## config.mk

```make
export PLATFORM = sky130hd
export DESIGN_NAME = i2c_master_register_transfer_flat
export DESIGN_NICKNAME = d
export VERILOG_FILES = /design/src/hw/rtl/i2c_mrt_pkg.sv /design/src/hw/rtl/i2c_mrt_if.sv /design/src/hw/rtl/i2c_mrt_cfg.sv /design/src/hw/rtl/i2c_mrt_engine.sv /design/src/hw/rtl/i2c_mrt_out_reg.sv /design/src/hw/rtl/i2c_master_register_transfer.sv /design/src/flat_wrapper.sv
export SDC_FILE = /design/constraint.sdc
export NUM_CORES = 1
export LEC_CHECK = 0
export BUFFER_PORTS_ARGS = -buffer_cell sky130_fd_sc_hd__buf_2
export CAP_MARGIN = 10
export CORE_MARGIN = 2
export CORE_UTILIZATION = 45
export CTS_BUF_LIST = sky130_fd_sc_hd__clkbuf_16
export CTS_CLUSTER_DIAMETER = 60
export DETAILED_ROUTE_END_ITERATION = 6
export PLACE_DENSITY = 0.73
export SKIP_CTS_REPAIR_TIMING = 1
export SYNTH_ARGS = -nofsm -noshare
export SYNTH_HDL_FRONTEND = slang
export SYNTH_SLANG_ARGS = --single-unit
```

## constraint.sdc

```tcl
create_clock -name i_clk -period 5.9 [get_ports i_clk]
set_input_delay 0.885 -clock i_clk [delete_from_list [all_inputs] [get_ports i_clk]]
set_output_delay 0.885 -clock i_clk [all_outputs]
set_load 0.05 [all_outputs]
```

## src/hw/rtl/i2c_mrt_pkg.sv

```systemverilog
// ----------------------------------------------------------------------------
// I2C master register transfer package
// Types, codes and constants shared by the I2C register transfer block.
// ----------------------------------------------------------------------------
package i2c_mrt_pkg;

    // Field widths of the request and result payloads.
    localparam int MODE_W     = 2;
    localparam int DEV_ADDR_W = 7;
    localparam int BYTE_W     = 8;
    localparam int TIMEOUT_W  = 10;
    localparam int QTR_W      = 2;
    localparam int BIT_CNT_W  = 4;

    // Configuration port geometry.
    localparam int APB_DATA_W = 32;
    localparam int APB_ADDR_W = 3;
    localparam int REG_IDX_W  = 1;

    // Register indexes on the configuration port.
    localparam logic [REG_IDX_W-1:0] REG_ACK_TIMEOUT = 1'b0;

    // Reset value of the acknowledge timeout.
    localparam logic [TIMEOUT_W-1:0] ACK_TIMEOUT_RST = 10'd250;

    // Request modes.
    typedef enum logic [MODE_W-1:0] {
        MODE_TICK     = 2'd0,
        MODE_BEGIN_WR = 2'd1,
        MODE_BEGIN_RD = 2'd2,
        MODE_SUPPLY   = 2'd3
    } t_mode;

    // Bus phases, one-hot.
    typedef enum logic [8:0] {
        PH_IDLE   = 9'b000000001,
        PH_START  = 9'b000000010,
        PH_RSTART = 9'b000000100,
        PH_TX     = 9'b000001000,
        PH_ACK    = 9'b000010000,
        PH_WAITD  = 9'b000100000,
        PH_RX     = 9'b001000000,
        PH_MACK   = 9'b010000000,
        PH_STOP   = 9'b100000000
    } t_phase;

    // Kind of byte being transmitted.
    typedef enum logic [1:0] {
        KIND_ADDR   = 2'd0,
        KIND_REG    = 2'd1,
        KIND_ADDR_R = 2'd2,
        KIND_DATA   = 2'd3
    } t_kind;

    // Quarter-bit steps.
    localparam logic [QTR_W-1:0] QTR_0 = 2'd0;
    localparam logic [QTR_W-1:0] QTR_1 = 2'd1;
    localparam logic [QTR_W-1:0] QTR_2 = 2'd2;
    localparam logic [QTR_W-1:0] QTR_3 = 2'd3;

    // One result of the engine.
    typedef struct packed {
        logic              scl;
        logic              sda_pull_low;
        logic              busy_res;
        logic              data_request;
        logic [BYTE_W-1:0] read_data;
        logic              read_valid;
        logic              done_res;
        logic              error;
    } t_result;

endpackage

```

## src/hw/rtl/i2c_mrt_if.sv

```systemverilog
// ----------------------------------------------------------------------------
// I2C master register transfer channels
// Valid/ready request and result channels of the I2C register transfer block.
// ----------------------------------------------------------------------------

// Request channel: commands, ticks and sampled SDA.
interface i2c_mrt_in_if;
    logic                                valid;
    logic                                ready;
    logic [i2c_mrt_pkg::MODE_W-1:0]      mode;
    logic                                sda_in;
    logic [i2c_mrt_pkg::DEV_ADDR_W-1:0]  dev_addr;
    logic [i2c_mrt_pkg::BYTE_W-1:0]      reg_addr;
    logic [i2c_mrt_pkg::BYTE_W-1:0]      length;
    logic [i2c_mrt_pkg::BYTE_W-1:0]      write_data;

    modport source (
        output valid, mode, sda_in, dev_addr, reg_addr, length, write_data,
        input  ready
    );
    modport sink (
        input  valid, mode, sda_in, dev_addr, reg_addr, length, write_data,
        output ready
    );
endinterface

// Result channel: bus line levels and transaction status.
interface i2c_mrt_out_if;
    logic                           valid;
    logic                           ready;
    logic                           scl;
    logic                           sda_pull_low;
    logic                           busy_res;
    logic                           data_request;
    logic [i2c_mrt_pkg::BYTE_W-1:0] read_data;
    logic                           read_valid;
    logic                           done_res;
    logic                           error;

    modport source (
        output valid, scl, sda_pull_low, busy_res, data_request, read_data,
               read_valid, done_res, error,
        input  ready
    );
    modport sink (
        input  valid, scl, sda_pull_low, busy_res, data_request, read_data,
               read_valid, done_res, error,
        output ready
    );
endinterface

```

## src/hw/rtl/i2c_mrt_cfg.sv

```systemverilog
// ----------------------------------------------------------------------------
// I2C master register transfer configuration
// APB-style register file holding the acknowledge timeout.
// ----------------------------------------------------------------------------
module i2c_mrt_cfg (
    input  logic                                 i_clk,
    input  logic                                 i_rst_n,
    input  logic                                 i_psel,
    input  logic                                 i_penable,
    input  logic                                 i_pwrite,
    input  logic [i2c_mrt_pkg::APB_ADDR_W-1:0]   i_paddr,
    input  logic [i2c_mrt_pkg::APB_DATA_W-1:0]   i_pwdata,
    output logic [i2c_mrt_pkg::APB_DATA_W-1:0]   o_prdata,
    output logic                                 o_pready,
    output logic [i2c_mrt_pkg::TIMEOUT_W-1:0]    o_ack_timeout
);

    logic [i2c_mrt_pkg::REG_IDX_W-1:0] reg_idx;
    logic                              wr_en;
    logic [i2c_mrt_pkg::TIMEOUT_W-1:0] r_ack_timeout;

    // Word index decode and write strobe in the access cycle.
    assign reg_idx = i_paddr[i2c_mrt_pkg::APB_ADDR_W-1:2];
    assign wr_en   = i_psel & i_penable & i_pwrite;

    // Timeout register.
    always_ff @(posedge i_clk) begin
        if (!i_rst_n) begin
            r_ack_timeout <= i2c_mrt_pkg::ACK_TIMEOUT_RST;
        end else if (wr_en && reg_idx == i2c_mrt_pkg::REG_ACK_TIMEOUT) begin
            r_ack_timeout <= i_pwdata[i2c_mrt_pkg::TIMEOUT_W-1:0];
        end
    end

    // Read data; unmapped words read as zero.
    always_comb begin
        o_prdata = '0;
        if (reg_idx == i2c_mrt_pkg::REG_ACK_TIMEOUT) begin
            o_prdata = {{(i2c_mrt_pkg::APB_DATA_W - i2c_mrt_pkg::TIMEOUT_W){1'b0}},
                        r_ack_timeout};
        end
    end

    assign o_pready      = 1'b1;
    assign o_ack_timeout = r_ack_timeout;

endmodule

```

## src/hw/rtl/i2c_mrt_engine.sv

```systemverilog
// ----------------------------------------------------------------------------
// I2C master register transfer engine
// Bus state and the combinational next-state logic for one request.
// ----------------------------------------------------------------------------
module i2c_mrt_engine (
    input  logic                                 i_clk,
    input  logic                                 i_rst_n,
    input  logic                                 i_step,
    input  logic [i2c_mrt_pkg::MODE_W-1:0]       i_mode,
    input  logic                                 i_sda_in,
    input  logic [i2c_mrt_pkg::DEV_ADDR_W-1:0]   i_dev_addr,
    input  logic [i2c_mrt_pkg::BYTE_W-1:0]       i_reg_addr,
    input  logic [i2c_mrt_pkg::BYTE_W-1:0]       i_length,
    input  logic [i2c_mrt_pkg::BYTE_W-1:0]       i_write_data,
    input  logic [i2c_mrt_pkg::TIMEOUT_W-1:0]    i_ack_timeout,
    output i2c_mrt_pkg::t_result                 o_result
);

    i2c_mrt_pkg::t_phase                  r_phase,    n_phase;
    i2c_mrt_pkg::t_kind                   r_kind,     n_kind;
    logic [i2c_mrt_pkg::QTR_W-1:0]        r_qtr,      n_qtr;
    logic [i2c_mrt_pkg::BIT_CNT_W-1:0]    r_bit_cnt,  n_bit_cnt;
    logic [i2c_mrt_pkg::BYTE_W-1:0]       r_shift,    n_shift;
    logic [i2c_mrt_pkg::BYTE_W-1:0]       r_bytes,    n_bytes;
    logic [i2c_mrt_pkg::DEV_ADDR_W-1:0]   r_slave,    n_slave;
    logic [i2c_mrt_pkg::BYTE_W-1:0]       r_reg_addr, n_reg_addr;
    logic                                 r_is_read,  n_is_read;
    logic [i2c_mrt_pkg::TIMEOUT_W-1:0]    r_wait,     n_wait;
    logic                                 r_err,      n_err;
    logic                                 r_scl,      n_scl;
    logic                                 r_sda_low,  n_sda_low;

    i2c_mrt_pkg::t_mode                   mode;
    logic [i2c_mrt_pkg::BYTE_W-1:0]       bytes_dec;
    logic [i2c_mrt_pkg::BIT_CNT_W-1:0]    bit_inc;
    logic [i2c_mrt_pkg::BYTE_W-1:0]       rx_shift;
    logic                                 rd_valid;
    logic [i2c_mrt_pkg::BYTE_W-1:0]       rd_data;
    logic                                 done;
    logic                                 err_out;

    assign mode      = i2c_mrt_pkg::t_mode'(i_mode);
    assign bytes_dec = r_bytes - 8'd1;
    assign bit_inc   = r_bit_cnt + 4'd1;
    assign rx_shift  = {r_shift[i2c_mrt_pkg::BYTE_W-2:0], i_sda_in};

    // Next state for the request at the input.
    always_comb begin
        n_phase    = r_phase;
        n_kind     = r_kind;
        n_qtr      = r_qtr;
        n_bit_cnt  = r_bit_cnt;
        n_shift    = r_shift;
        n_bytes    = r_bytes;
        n_slave    = r_slave;
        n_reg_addr = r_reg_addr;
        n_is_read  = r_is_read;
        n_wait     = r_wait;
        n_err      = r_err;
        n_scl      = r_scl;
        n_sda_low  = r_sda_low;
        rd_valid   = 1'b0;
        rd_data    = '0;
        done       = 1'b0;
        err_out    = 1'b0;

        case (mode)
            i2c_mrt_pkg::MODE_BEGIN_WR, i2c_mrt_pkg::MODE_BEGIN_RD: begin
                // A begin is only taken while the bus is idle.
                if (r_phase == i2c_mrt_pkg::PH_IDLE) begin
                    n_slave    = i_dev_addr;
                    n_reg_addr = i_reg_addr;
                    n_bytes    = i_length;
                    n_is_read  = (mode == i2c_mrt_pkg::MODE_BEGIN_RD);
                    n_err      = 1'b0;
                    n_wait     = '0;
                    n_bit_cnt  = '0;
                    n_phase    = i2c_mrt_pkg::PH_START;
                    n_qtr      = i2c_mrt_pkg::QTR_0;
                end
            end
            i2c_mrt_pkg::MODE_SUPPLY: begin
                // A write byte is only taken while one is requested.
                if (r_phase == i2c_mrt_pkg::PH_WAITD) begin
                    n_shift   = i_write_data;
                    n_kind    = i2c_mrt_pkg::KIND_DATA;
                    n_bit_cnt = '0;
                    n_qtr     = i2c_mrt_pkg::QTR_0;
                    n_phase   = i2c_mrt_pkg::PH_TX;
                end
            end
            default: begin
                // One quarter-bit tick.
                case (r_phase)
                    i2c_mrt_pkg::PH_START, i2c_mrt_pkg::PH_RSTART: begin
                        case (r_qtr)
                            i2c_mrt_pkg::QTR_0: begin
                                n_scl = 1'b0; n_sda_low = 1'b0; n_qtr = i2c_mrt_pkg::QTR_1;
                            end
                            i2c_mrt_pkg::QTR_1: begin
                                n_scl = 1'b1; n_sda_low = 1'b0; n_qtr = i2c_mrt_pkg::QTR_2;
                            end
                            i2c_mrt_pkg::QTR_2: begin
                                n_scl = 1'b1; n_sda_low = 1'b1; n_qtr = i2c_mrt_pkg::QTR_3;
                            end
                            default: begin
                                // Start condition done; load the address byte.
                                n_scl     = 1'b0;
                                n_sda_low = 1'b1;
                                if (r_phase == i2c_mrt_pkg::PH_START) begin
                                    n_shift = {r_slave, 1'b0};
                                    n_kind  = i2c_mrt_pkg::KIND_ADDR;
                                end else begin
                                    n_shift = {r_slave, 1'b1};
                                    n_kind  = i2c_mrt_pkg::KIND_ADDR_R;
                                end
                                n_bit_cnt = '0;
                                n_qtr     = i2c_mrt_pkg::QTR_0;
                                n_phase   = i2c_mrt_pkg::PH_TX;
                            end
                        endcase
                    end
                    i2c_mrt_pkg::PH_TX: begin
                        // Drive the MSB in quarter 0, SCL high in quarters 2 and 3.
                        if (r_qtr == i2c_mrt_pkg::QTR_0) begin
                            n_sda_low = ~r_shift[i2c_mrt_pkg::BYTE_W-1];
                        end
                        n_scl = r_qtr[1];
                        if (r_qtr == i2c_mrt_pkg::QTR_3) begin
                            n_shift   = {r_shift[i2c_mrt_pkg::BYTE_W-2:0], 1'b0};
                            n_bit_cnt = bit_inc;
                            n_qtr     = i2c_mrt_pkg::QTR_0;
                            if (bit_inc[i2c_mrt_pkg::BIT_CNT_W-1]) begin
                                n_phase = i2c_mrt_pkg::PH_ACK;
                                n_wait  = '0;
                            end
                        end else begin
                            n_qtr = r_qtr + 2'd1;
                        end
                    end
                    i2c_mrt_pkg::PH_ACK: begin
                        case (r_qtr)
                            i2c_mrt_pkg::QTR_0: begin
                                n_scl = 1'b0; n_sda_low = 1'b0; n_qtr = i2c_mrt_pkg::QTR_1;
                            end
                            i2c_mrt_pkg::QTR_1: begin
                                n_scl = 1'b0; n_qtr = i2c_mrt_pkg::QTR_2;
                            end
                            i2c_mrt_pkg::QTR_2: begin
                                n_scl = 1'b1; n_qtr = i2c_mrt_pkg::QTR_3;
                            end
                            default: begin
                                // Hold SCL high until the slave pulls SDA low or the acknowledge timeout expires.
                                n_scl = 1'b1;
                                if (!i_sda_in) begin
                                    case (r_kind)
                                        i2c_mrt_pkg::KIND_ADDR: begin
                                            n_shift   = r_reg_addr;
                                            n_kind    = i2c_mrt_pkg::KIND_REG;
                                            n_bit_cnt = '0;
                                            n_qtr     = i2c_mrt_pkg::QTR_0;
                                            n_phase   = i2c_mrt_pkg::PH_TX;
                                        end
                                        i2c_mrt_pkg::KIND_REG: begin
                                            if (r_is_read) begin
                                                n_phase = i2c_mrt_pkg::PH_RSTART;
                                                n_qtr   = i2c_mrt_pkg::QTR_0;
                                            end else if (r_bytes == '0) begin
                                                n_phase = i2c_mrt_pkg::PH_STOP;
                                                n_qtr   = i2c_mrt_pkg::QTR_0;
                                            end else begin
                                                n_phase = i2c_mrt_pkg::PH_WAITD;
                                            end
                                        end
                                        i2c_mrt_pkg::KIND_ADDR_R: begin
                                            if (r_bytes == '0) begin
                                                n_phase = i2c_mrt_pkg::PH_STOP;
                                                n_qtr   = i2c_mrt_pkg::QTR_0;
                                            end else begin
                                                n_phase   = i2c_mrt_pkg::PH_RX;
                                                n_bit_cnt = '0;
                                                n_qtr     = i2c_mrt_pkg::QTR_0;
                                                n_shift   = '0;
                                            end
                                        end
                                        default: begin
                                            n_bytes = bytes_dec;
                                            if (bytes_dec == '0) begin
                                                n_phase = i2c_mrt_pkg::PH_STOP;
                                                n_qtr   = i2c_mrt_pkg::QTR_0;
                                            end else begin
                                                n_phase = i2c_mrt_pkg::PH_WAITD;
                                            end
                                        end
                                    endcase
                                end else if (r_wait >= i_ack_timeout) begin
                                    n_err   = 1'b1;
                                    n_phase = i2c_mrt_pkg::PH_STOP;
                                    n_qtr   = i2c_mrt_pkg::QTR_0;
                                end else begin
                                    n_wait = r_wait + 10'd1;
                                end
                            end
                        endcase
                    end
                    i2c_mrt_pkg::PH_WAITD: begin
                        n_scl     = 1'b0;
                        n_sda_low = 1'b0;
                    end
                    i2c_mrt_pkg::PH_RX: begin
                        // Release SDA and sample it in quarter 3.
                        if (r_qtr == i2c_mrt_pkg::QTR_0) begin
                            n_sda_low = 1'b0;
                        end
                        n_scl = r_qtr[1];
                        if (r_qtr == i2c_mrt_pkg::QTR_3) begin
                            n_shift   = rx_shift;
                            n_bit_cnt = bit_inc;
                            n_qtr     = i2c_mrt_pkg::QTR_0;
                            if (bit_inc[i2c_mrt_pkg::BIT_CNT_W-1]) begin
                                rd_valid = 1'b1;
                                rd_data  = rx_shift;
                                n_phase  = i2c_mrt_pkg::PH_MACK;
                            end
                        end else begin
                            n_qtr = r_qtr + 2'd1;
                        end
                    end
                    i2c_mrt_pkg::PH_MACK: begin
                        // ACK every byte but the last, which gets a NACK.
                        if (r_qtr == i2c_mrt_pkg::QTR_0) begin
                            n_sda_low = (r_bytes > 8'd1);
                        end
                        n_scl = r_qtr[1];
                        if (r_qtr == i2c_mrt_pkg::QTR_3) begin
                            n_bytes = bytes_dec;
                            n_qtr   = i2c_mrt_pkg::QTR_0;
                            if (bytes_dec == '0) begin
                                n_phase = i2c_mrt_pkg::PH_STOP;
                            end else begin
                                n_phase   = i2c_mrt_pkg::PH_RX;
                                n_bit_cnt = '0;
                                n_shift   = '0;
                            end
                        end else begin
                            n_qtr = r_qtr + 2'd1;
                        end
                    end
                    i2c_mrt_pkg::PH_STOP: begin
                        case (r_qtr)
                            i2c_mrt_pkg::QTR_0: begin
                                n_scl = 1'b0; n_sda_low = 1'b1;
                            end
                            i2c_mrt_pkg::QTR_1: begin
                                n_scl = 1'b1; n_sda_low = 1'b1;
                            end
                            default: begin
                                n_scl = 1'b1; n_sda_low = 1'b0;
                            end
                        endcase
                        if (r_qtr == i2c_mrt_pkg::QTR_3) begin
                            done    = 1'b1;
                            err_out = r_err;
                            n_err   = 1'b0;
                            n_phase = i2c_mrt_pkg::PH_IDLE;
                            n_qtr   = i2c_mrt_pkg::QTR_0;
                        end else begin
                            n_qtr = r_qtr + 2'd1;
                        end
                    end
                    default: begin
                        // Idle: both lines released.
                        n_phase   = i2c_mrt_pkg::PH_IDLE;
                        n_qtr     = i2c_mrt_pkg::QTR_0;
                        n_scl     = 1'b1;
                        n_sda_low = 1'b0;
                    end
                endcase
            end
        endcase
    end

    // Result for this request, taken from the next state.
    always_comb begin
        o_result.scl          = n_scl;
        o_result.sda_pull_low = n_sda_low;
        o_result.busy_res     = (n_phase != i2c_mrt_pkg::PH_IDLE);
        o_result.data_request = (n_phase == i2c_mrt_pkg::PH_WAITD);
        o_result.read_data    = rd_data;
        o_result.read_valid   = rd_valid;
        o_result.done_res     = done;
        o_result.error        = err_out;
    end

    // State registers advance once per accepted request.
    always_ff @(posedge i_clk) begin
        if (!i_rst_n) begin
            r_phase    <= i2c_mrt_pkg::PH_IDLE;
            r_kind     <= i2c_mrt_pkg::KIND_ADDR;
            r_qtr      <= i2c_mrt_pkg::QTR_0;
            r_bit_cnt  <= '0;
            r_shift    <= '0;
            r_bytes    <= '0;
            r_slave    <= '0;
            r_reg_addr <= '0;
            r_is_read  <= 1'b0;
            r_wait     <= '0;
            r_err      <= 1'b0;
            r_scl      <= 1'b1;
            r_sda_low  <= 1'b0;
        end else if (i_step) begin
            r_phase    <= n_phase;
            r_kind     <= n_kind;
            r_qtr      <= n_qtr;
            r_bit_cnt  <= n_bit_cnt;
            r_shift    <= n_shift;
            r_bytes    <= n_bytes;
            r_slave    <= n_slave;
            r_reg_addr <= n_reg_addr;
            r_is_read  <= n_is_read;
            r_wait     <= n_wait;
            r_err      <= n_err;
            r_scl      <= n_scl;
            r_sda_low  <= n_sda_low;
        end
    end

endmodule

```

## src/hw/rtl/i2c_mrt_out_reg.sv

```systemverilog
// ----------------------------------------------------------------------------
// I2C master register transfer result register
// Holds one result and decouples the result channel from the engine.
// ----------------------------------------------------------------------------
module i2c_mrt_out_reg (
    input  logic                  i_clk,
    input  logic                  i_rst_n,
    input  logic                  i_load,
    input  i2c_mrt_pkg::t_result  i_result,
    input  logic                  i_out_ready,
    output logic                  o_out_valid,
    output logic                  o_can_load,
    output i2c_mrt_pkg::t_result  o_result
);

    logic                 r_valid;
    i2c_mrt_pkg::t_result r_result;

    // A new result may enter when the slot is empty or being drained.
    assign o_can_load = ~r_valid | i_out_ready;

    always_ff @(posedge i_clk) begin
        if (!i_rst_n) begin
            r_valid <= 1'b0;
        end else if (i_load) begin
            r_valid <= 1'b1;
        end else if (i_out_ready) begin
            r_valid <= 1'b0;
        end
    end

    // Payload carries no reset.
    always_ff @(posedge i_clk) begin
        if (i_load) begin
            r_result <= i_result;
        end
    end

    assign o_out_valid = r_valid;
    assign o_result    = r_result;

endmodule

```

## src/hw/rtl/i2c_master_register_transfer.sv

```systemverilog
// ----------------------------------------------------------------------------
// I2C master register transfer
// Open-drain I2C master that runs register write and read transactions.
// ----------------------------------------------------------------------------
// Every request (a tick, a begin command or a write byte) yields exactly one
// result, which appears in the cycle after the request is accepted. The engine
// computes the next bus state and the result combinationally, and a result
// register holds it, so a new request is accepted in every cycle unless the
// result register is full and its consumer stalls. Each tick is one quarter
// of an SCL bit; the acknowledge timeout, counted in ticks, is set through the
// APB port at word 0 (reset 250) and may only be changed while the bus is idle.
// ----------------------------------------------------------------------------
module i2c_master_register_transfer (
    input  logic                                 i_clk,
    input  logic                                 i_rst_n,
    i2c_mrt_in_if.sink                           i_in,
    i2c_mrt_out_if.source                        o_out,
    input  logic                                 psel,
    input  logic                                 penable,
    input  logic                                 pwrite,
    input  logic [i2c_mrt_pkg::APB_ADDR_W-1:0]   paddr,
    input  logic [i2c_mrt_pkg::APB_DATA_W-1:0]   pwdata,
    output logic [i2c_mrt_pkg::APB_DATA_W-1:0]   prdata,
    output logic                                 pready
);

    logic [i2c_mrt_pkg::TIMEOUT_W-1:0] ack_timeout;
    logic                              can_load;
    logic                              step;
    i2c_mrt_pkg::t_result              eng_result;
    i2c_mrt_pkg::t_result              out_result;

    // Configuration registers.
    i2c_mrt_cfg u_cfg (
        .i_clk         (i_clk),
        .i_rst_n       (i_rst_n),
        .i_psel        (psel),
        .i_penable     (penable),
        .i_pwrite      (pwrite),
        .i_paddr       (paddr),
        .i_pwdata      (pwdata),
        .o_prdata      (prdata),
        .o_pready      (pready),
        .o_ack_timeout (ack_timeout)
    );

    // Request handshake.
    assign i_in.ready = can_load;
    assign step       = i_in.valid & can_load;

    // Bus engine.
    i2c_mrt_engine u_engine (
        .i_clk         (i_clk),
        .i_rst_n       (i_rst_n),
        .i_step        (step),
        .i_mode        (i_in.mode),
        .i_sda_in      (i_in.sda_in),
        .i_dev_addr    (i_in.dev_addr),
        .i_reg_addr    (i_in.reg_addr),
        .i_length      (i_in.length),
        .i_write_data  (i_in.write_data),
        .i_ack_timeout (ack_timeout),
        .o_result      (eng_result)
    );

    // Result register.
    i2c_mrt_out_reg u_out_reg (
        .i_clk       (i_clk),
        .i_rst_n     (i_rst_n),
        .i_load      (step),
        .i_result    (eng_result),
        .i_out_ready (o_out.ready),
        .o_out_valid (o_out.valid),
        .o_can_load  (can_load),
        .o_result    (out_result)
    );

    assign o_out.scl          = out_result.scl;
    assign o_out.sda_pull_low = out_result.sda_pull_low;
    assign o_out.busy_res     = out_result.busy_res;
    assign o_out.data_request = out_result.data_request;
    assign o_out.read_data    = out_result.read_data;
    assign o_out.read_valid   = out_result.read_valid;
    assign o_out.done_res     = out_result.done_res;
    assign o_out.error        = out_result.error;

endmodule

```

## src/flat_wrapper.sv

```systemverilog
// flat-port wrapper written by rule: the top's interface ports become plain ports
module i2c_master_register_transfer_flat 
  (i_clk, i_rst_n, psel, penable, pwrite, paddr, pwdata, prdata, pready, i_in_valid, i_in_mode, i_in_sda_in, i_in_dev_addr, i_in_reg_addr, i_in_length, i_in_write_data, i_in_ready, o_out_valid, o_out_scl, o_out_sda_pull_low, o_out_busy_res, o_out_data_request, o_out_read_data, o_out_read_valid, o_out_done_res, o_out_error, o_out_ready);
  i2c_mrt_in_if i_in_i ();
  i2c_mrt_out_if o_out_i ();
  input  logic i_clk;
  input  logic i_rst_n;
  input  logic psel;
  input  logic penable;
  input  logic pwrite;
  input  logic [i2c_mrt_pkg::APB_ADDR_W-1:0] paddr;
  input  logic [i2c_mrt_pkg::APB_DATA_W-1:0] pwdata;
  output logic [i2c_mrt_pkg::APB_DATA_W-1:0] prdata;
  output logic pready;
  input wire logic [$bits(i_in_i.valid)-1:0] i_in_valid;
  input wire logic [$bits(i_in_i.mode)-1:0] i_in_mode;
  input wire logic [$bits(i_in_i.sda_in)-1:0] i_in_sda_in;
  input wire logic [$bits(i_in_i.dev_addr)-1:0] i_in_dev_addr;
  input wire logic [$bits(i_in_i.reg_addr)-1:0] i_in_reg_addr;
  input wire logic [$bits(i_in_i.length)-1:0] i_in_length;
  input wire logic [$bits(i_in_i.write_data)-1:0] i_in_write_data;
  output wire logic [$bits(i_in_i.ready)-1:0] i_in_ready;
  output wire logic [$bits(o_out_i.valid)-1:0] o_out_valid;
  output wire logic [$bits(o_out_i.scl)-1:0] o_out_scl;
  output wire logic [$bits(o_out_i.sda_pull_low)-1:0] o_out_sda_pull_low;
  output wire logic [$bits(o_out_i.busy_res)-1:0] o_out_busy_res;
  output wire logic [$bits(o_out_i.data_request)-1:0] o_out_data_request;
  output wire logic [$bits(o_out_i.read_data)-1:0] o_out_read_data;
  output wire logic [$bits(o_out_i.read_valid)-1:0] o_out_read_valid;
  output wire logic [$bits(o_out_i.done_res)-1:0] o_out_done_res;
  output wire logic [$bits(o_out_i.error)-1:0] o_out_error;
  input wire logic [$bits(o_out_i.ready)-1:0] o_out_ready;
  assign i_in_i.valid = i_in_valid;
  assign i_in_i.mode = i_in_mode;
  assign i_in_i.sda_in = i_in_sda_in;
  assign i_in_i.dev_addr = i_in_dev_addr;
  assign i_in_i.reg_addr = i_in_reg_addr;
  assign i_in_i.length = i_in_length;
  assign i_in_i.write_data = i_in_write_data;
  assign i_in_ready = i_in_i.ready;
  assign o_out_valid = o_out_i.valid;
  assign o_out_scl = o_out_i.scl;
  assign o_out_sda_pull_low = o_out_i.sda_pull_low;
  assign o_out_busy_res = o_out_i.busy_res;
  assign o_out_data_request = o_out_i.data_request;
  assign o_out_read_data = o_out_i.read_data;
  assign o_out_read_valid = o_out_i.read_valid;
  assign o_out_done_res = o_out_i.done_res;
  assign o_out_error = o_out_i.error;
  assign o_out_i.ready = o_out_ready;
  i2c_master_register_transfer u_core (.i_clk(i_clk), .i_rst_n(i_rst_n), .i_in(i_in_i), .o_out(o_out_i), .psel(psel), .penable(penable), .pwrite(pwrite), .paddr(paddr), .pwdata(pwdata), .prdata(prdata), .pready(pready));
endmodule
```

==> summary.txt <==
Detailed routing
  – Routed length per instance: 16.10 µm
  – Via count: 5227
  – Vias per inst: 5.713
  – Drt total wl: 14730 µm
  – Drt pass-1 iters: 5
  – Routed Antenna Nets: 0
  – Starting DRC count in detailed routing: 445
  – DRC: 0

Worst setup path
  – Crit Path Category: in -> reg
  – Crit-path max cell delay: 0.65 ns
  – Worst-path fanout max: 28
  – Most common cell type on the critical path: inv_1
  – CP startpoint kind: input port
  – Crit-path slowest cell: ha_1
  – Worst Path Required: 5.99 ns
  – Crit path DAT: 4.16 ns
  – CP Capture Type: flip-flop
  – Worst-path cell chain: buf_2, inv_1, ha_1, nor2_1, inv_1, a21oi_1, nand2_1, a221o_1, a2111oi_1, nand3_1, or4_1
  – R2r setup slk: 1.95 ns

GRT
  – Tot GR Track Use: 0.2231
  – First-pass GRT wire length: 23720 µm
  – Gr ovfl total: 0
  – Largest net degree at the start of global routing: 54
  – Number of global-route vias before repair: 4851
  – Number of antenna violations at the first check in global routing: 0

STA
  – Final Max Tran Viols: 0
  – Final Setup Violations: 0
  – Clock skew: 0.008185 ns
  – Achievable frequency: 0.2458 GHz
  – Fin crit period: 4.069 ns
  – Worst-Margin Slew: 1.093 ns
  – RSZ-0062 raised after global routing: no
  – Part of the cycle the worst path needs: 0.6897
  – Setup WS post-layout: 1.831 ns
  – Rel. slew slack: 0.2698
  – Final setup TNS: 0 ns
  – Final hold violation count: 0

Synthesis
  – Largest area contributor in the netlist: dfxtp_1
  – Sequential fraction of the synthesis area: 0.3422
  – #FFs+latches synth: 88
  – Post-synthesis cell count: 693
  – Main area contributors after synthesis: dfxtp_1, edfxtp_1, nor2_1
  – EDFF count, synth: 15
  – Top-count cell post-synth: nor2_1
  – Dominant synthesized flop cell: dfxtp_1
  – Post-synth ARST share: 0
  – Synth cell types: 73
  – Top post-synthesis cells by count: nor2_1, dfxtp_1, nand2_1, a21oi_1, clkbuf_1
  – Mean Syn Cell Area: 8.061 µm²
  – Top cell type's share of synthesized area: 0.2616
  – Warnings, synthesis: 0
  – Mapped cell area: 0.005587 mm²

CTS
  – CTS tree: yes
  – Clock Sinks: 88
  – Max clock buf depth: 2
  – CTS Buf Count: 9
  – H-tree depth: 3
  – Clock slew at reported path FFs: 0.07 ns
  – Clock latency on the worst-skew pair: 0.35 ns
  – Clk root buf: clkbuf_16

Floorplanning
  – Die width: 115.4 µm
  – Total die area: 0.01332 mm²
  – # rows: 40
  – Core region area: 0.01206 mm²
  – Die Span Y: 115.4 µm
  – Initial Utilization: 0.4632
  – # IOs: 126

Finish
  – Register Area: 0.001912 mm²
  – Syn-to-layout area delta: 11.31%
  – Final core area utilization: 0.5156
  – Filler cells: 1181
  – Ant. Diodes: 0
  – Final Cell Area: 0.006218 mm²
  – Final Non-Filler Cells: 915
  – Proportion of layout cells with a drive suffix above 1: 0.1526
  – Multi-input gate area: 0.003281 mm²
  – Nets: 842

Place
  – Place WS: 1.566 ns
  – RD Place Congestion: 0.9096
  – Placed insts: 899
  – Port Buffer Count: 78
  – Post-Place Cell Area: 0.005947 mm²
  – Post-DP HPWL: 10810 µm

Pwr
  – Leak Pwr: 0.002559 µW
  – VDD IR max: 0.1524 mV
  – Pwr dens: 236.0 mW/mm²

Status
  – Status: completed

Flow run
  – Max cap viols: 0

Hold path
  – Class of the tightest hold or removal check: reg -> reg
-- cells by family after synthesis --
group	share of synthesized area
compound gates	0.2112
xor+xnor	0.01725
fa+ha+maj	0.05375
buf+inv	0.08466
flops	0.3422
mux	0.05218
other cells	0.001344
simple gates	0.2374
-- layout make-up --
cell class / instances / area share
Clock buffer: 9 / 0.03622
Clock inverter: 7 / 0.007445
Inverter: 33 / 0.01992
Multi-Input combinational cell: 528 / 0.5276
Sequential cell: 88 / 0.3074
Tap cell: 168 / 0.03380
Timing Repair Buffer: 82 / 0.06761
-- critical path, delay by kind of cell --
kind | cells | cell delay (ns)
AO/OA/AOI/OAI | 3 | 0.96
adder cells (fa/ha/maj) | 1 | 0.65
buffers and inverters | 3 | 0.30
AND/OR/NAND/NOR | 4 | 1.36
-- registers in the layout, indices dropped and copies added, names as in the netlist --
register and flops:
u_core.u_engine.r_slave 7, u_core.u_engine.r_shift 8, u_core.u_out_reg.o_out_valid 1, u_core.u_engine.r_wait 10, u_core.u_engine.r_kind 2, u_core.u_out_reg.o_result 15, u_core.u_engine.r_qtr 2, u_core.u_engine.r_bytes 8
u_core.u_engine.r_err 1, u_core.u_engine.r_phase 9, u_core.u_engine.r_scl 1, u_core.u_engine.r_bit_cnt 4, u_core.u_engine.r_sda_low 1, u_core.u_cfg.o_ack_timeout 10, u_core.u_engine.r_reg_addr 8, u_core.u_engine.r_is_read 1
-- cell usage in the layout, fill, tap and decap left out, drive strengths merged, types with 8 or more instances in the layout --
| cell | n |
|---|---|
| buf | 82 |
| nand4b | 8 |
| clkbuf | 9 |
| inv | 37 |
| xor2 | 9 |
| nor2 | 91 |
| a21oi | 57 |
| edfxtp | 15 |
| ha | 24 |
| nor4 | 8 |
| mux2i | 28 |
| conb | 23 |
| and2 | 14 |
| nand3 | 16 |
| dfxtp | 73 |
| o21ai | 35 |
| or3 | 8 |
| o211ai | 8 |
| nand4 | 11 |
| nand2 | 58 |
| a211oi | 11 |
| a22o | 8 |
| nor3 | 12 |
| nand2b | 8 |
-- layer usage --
layer | GRT usage | part of all wire | routed length (µm) | vias to the layer above
li1 | - | - | - | 2554
met3 | 0.03923 | 0.063 | 935 | 29
met5 | 0 | 0 | 0 | -
met1 | 0.2945 | 0.43 | 6345 | 2471
met2 | 0.3595 | 0.48 | 7070 | 173
met4 | 0.09719 | 0.026 | 376 | 0
-- power by group --
part	total (µW)	switching, µW	internal [µW]
clock	530	244	286
combinational	284	195	88.7
sequential	654	22.9	631
-- worst paths after layout --
kind	from	end	cells past startpoint
setup / recovery	i_in_mode[0]	u_core.u_out_reg.o_result[12]	11
hold / removal	u_core.u_cfg.o_ack_timeout[8]	u_core.u_cfg.o_ack_timeout[8]	2
setup reg to reg	u_core.u_engine.r_phase[6]	u_core.u_out_reg.o_result[12]	8
hold reg to reg	u_core.u_cfg.o_ack_timeout[8]	u_core.u_cfg.o_ack_timeout[8]	2
-- per-stage QoR --
step                hold WS, ns  total power, µW
global route             0.4871             1531
CTS                      0.4668             1479
detailed placement       0.4563            947.9
global placement         0.4477            941.3
finish                   0.4678             1468
floorplan                0.4273            891.3
(Power assumes the default switching activity.)
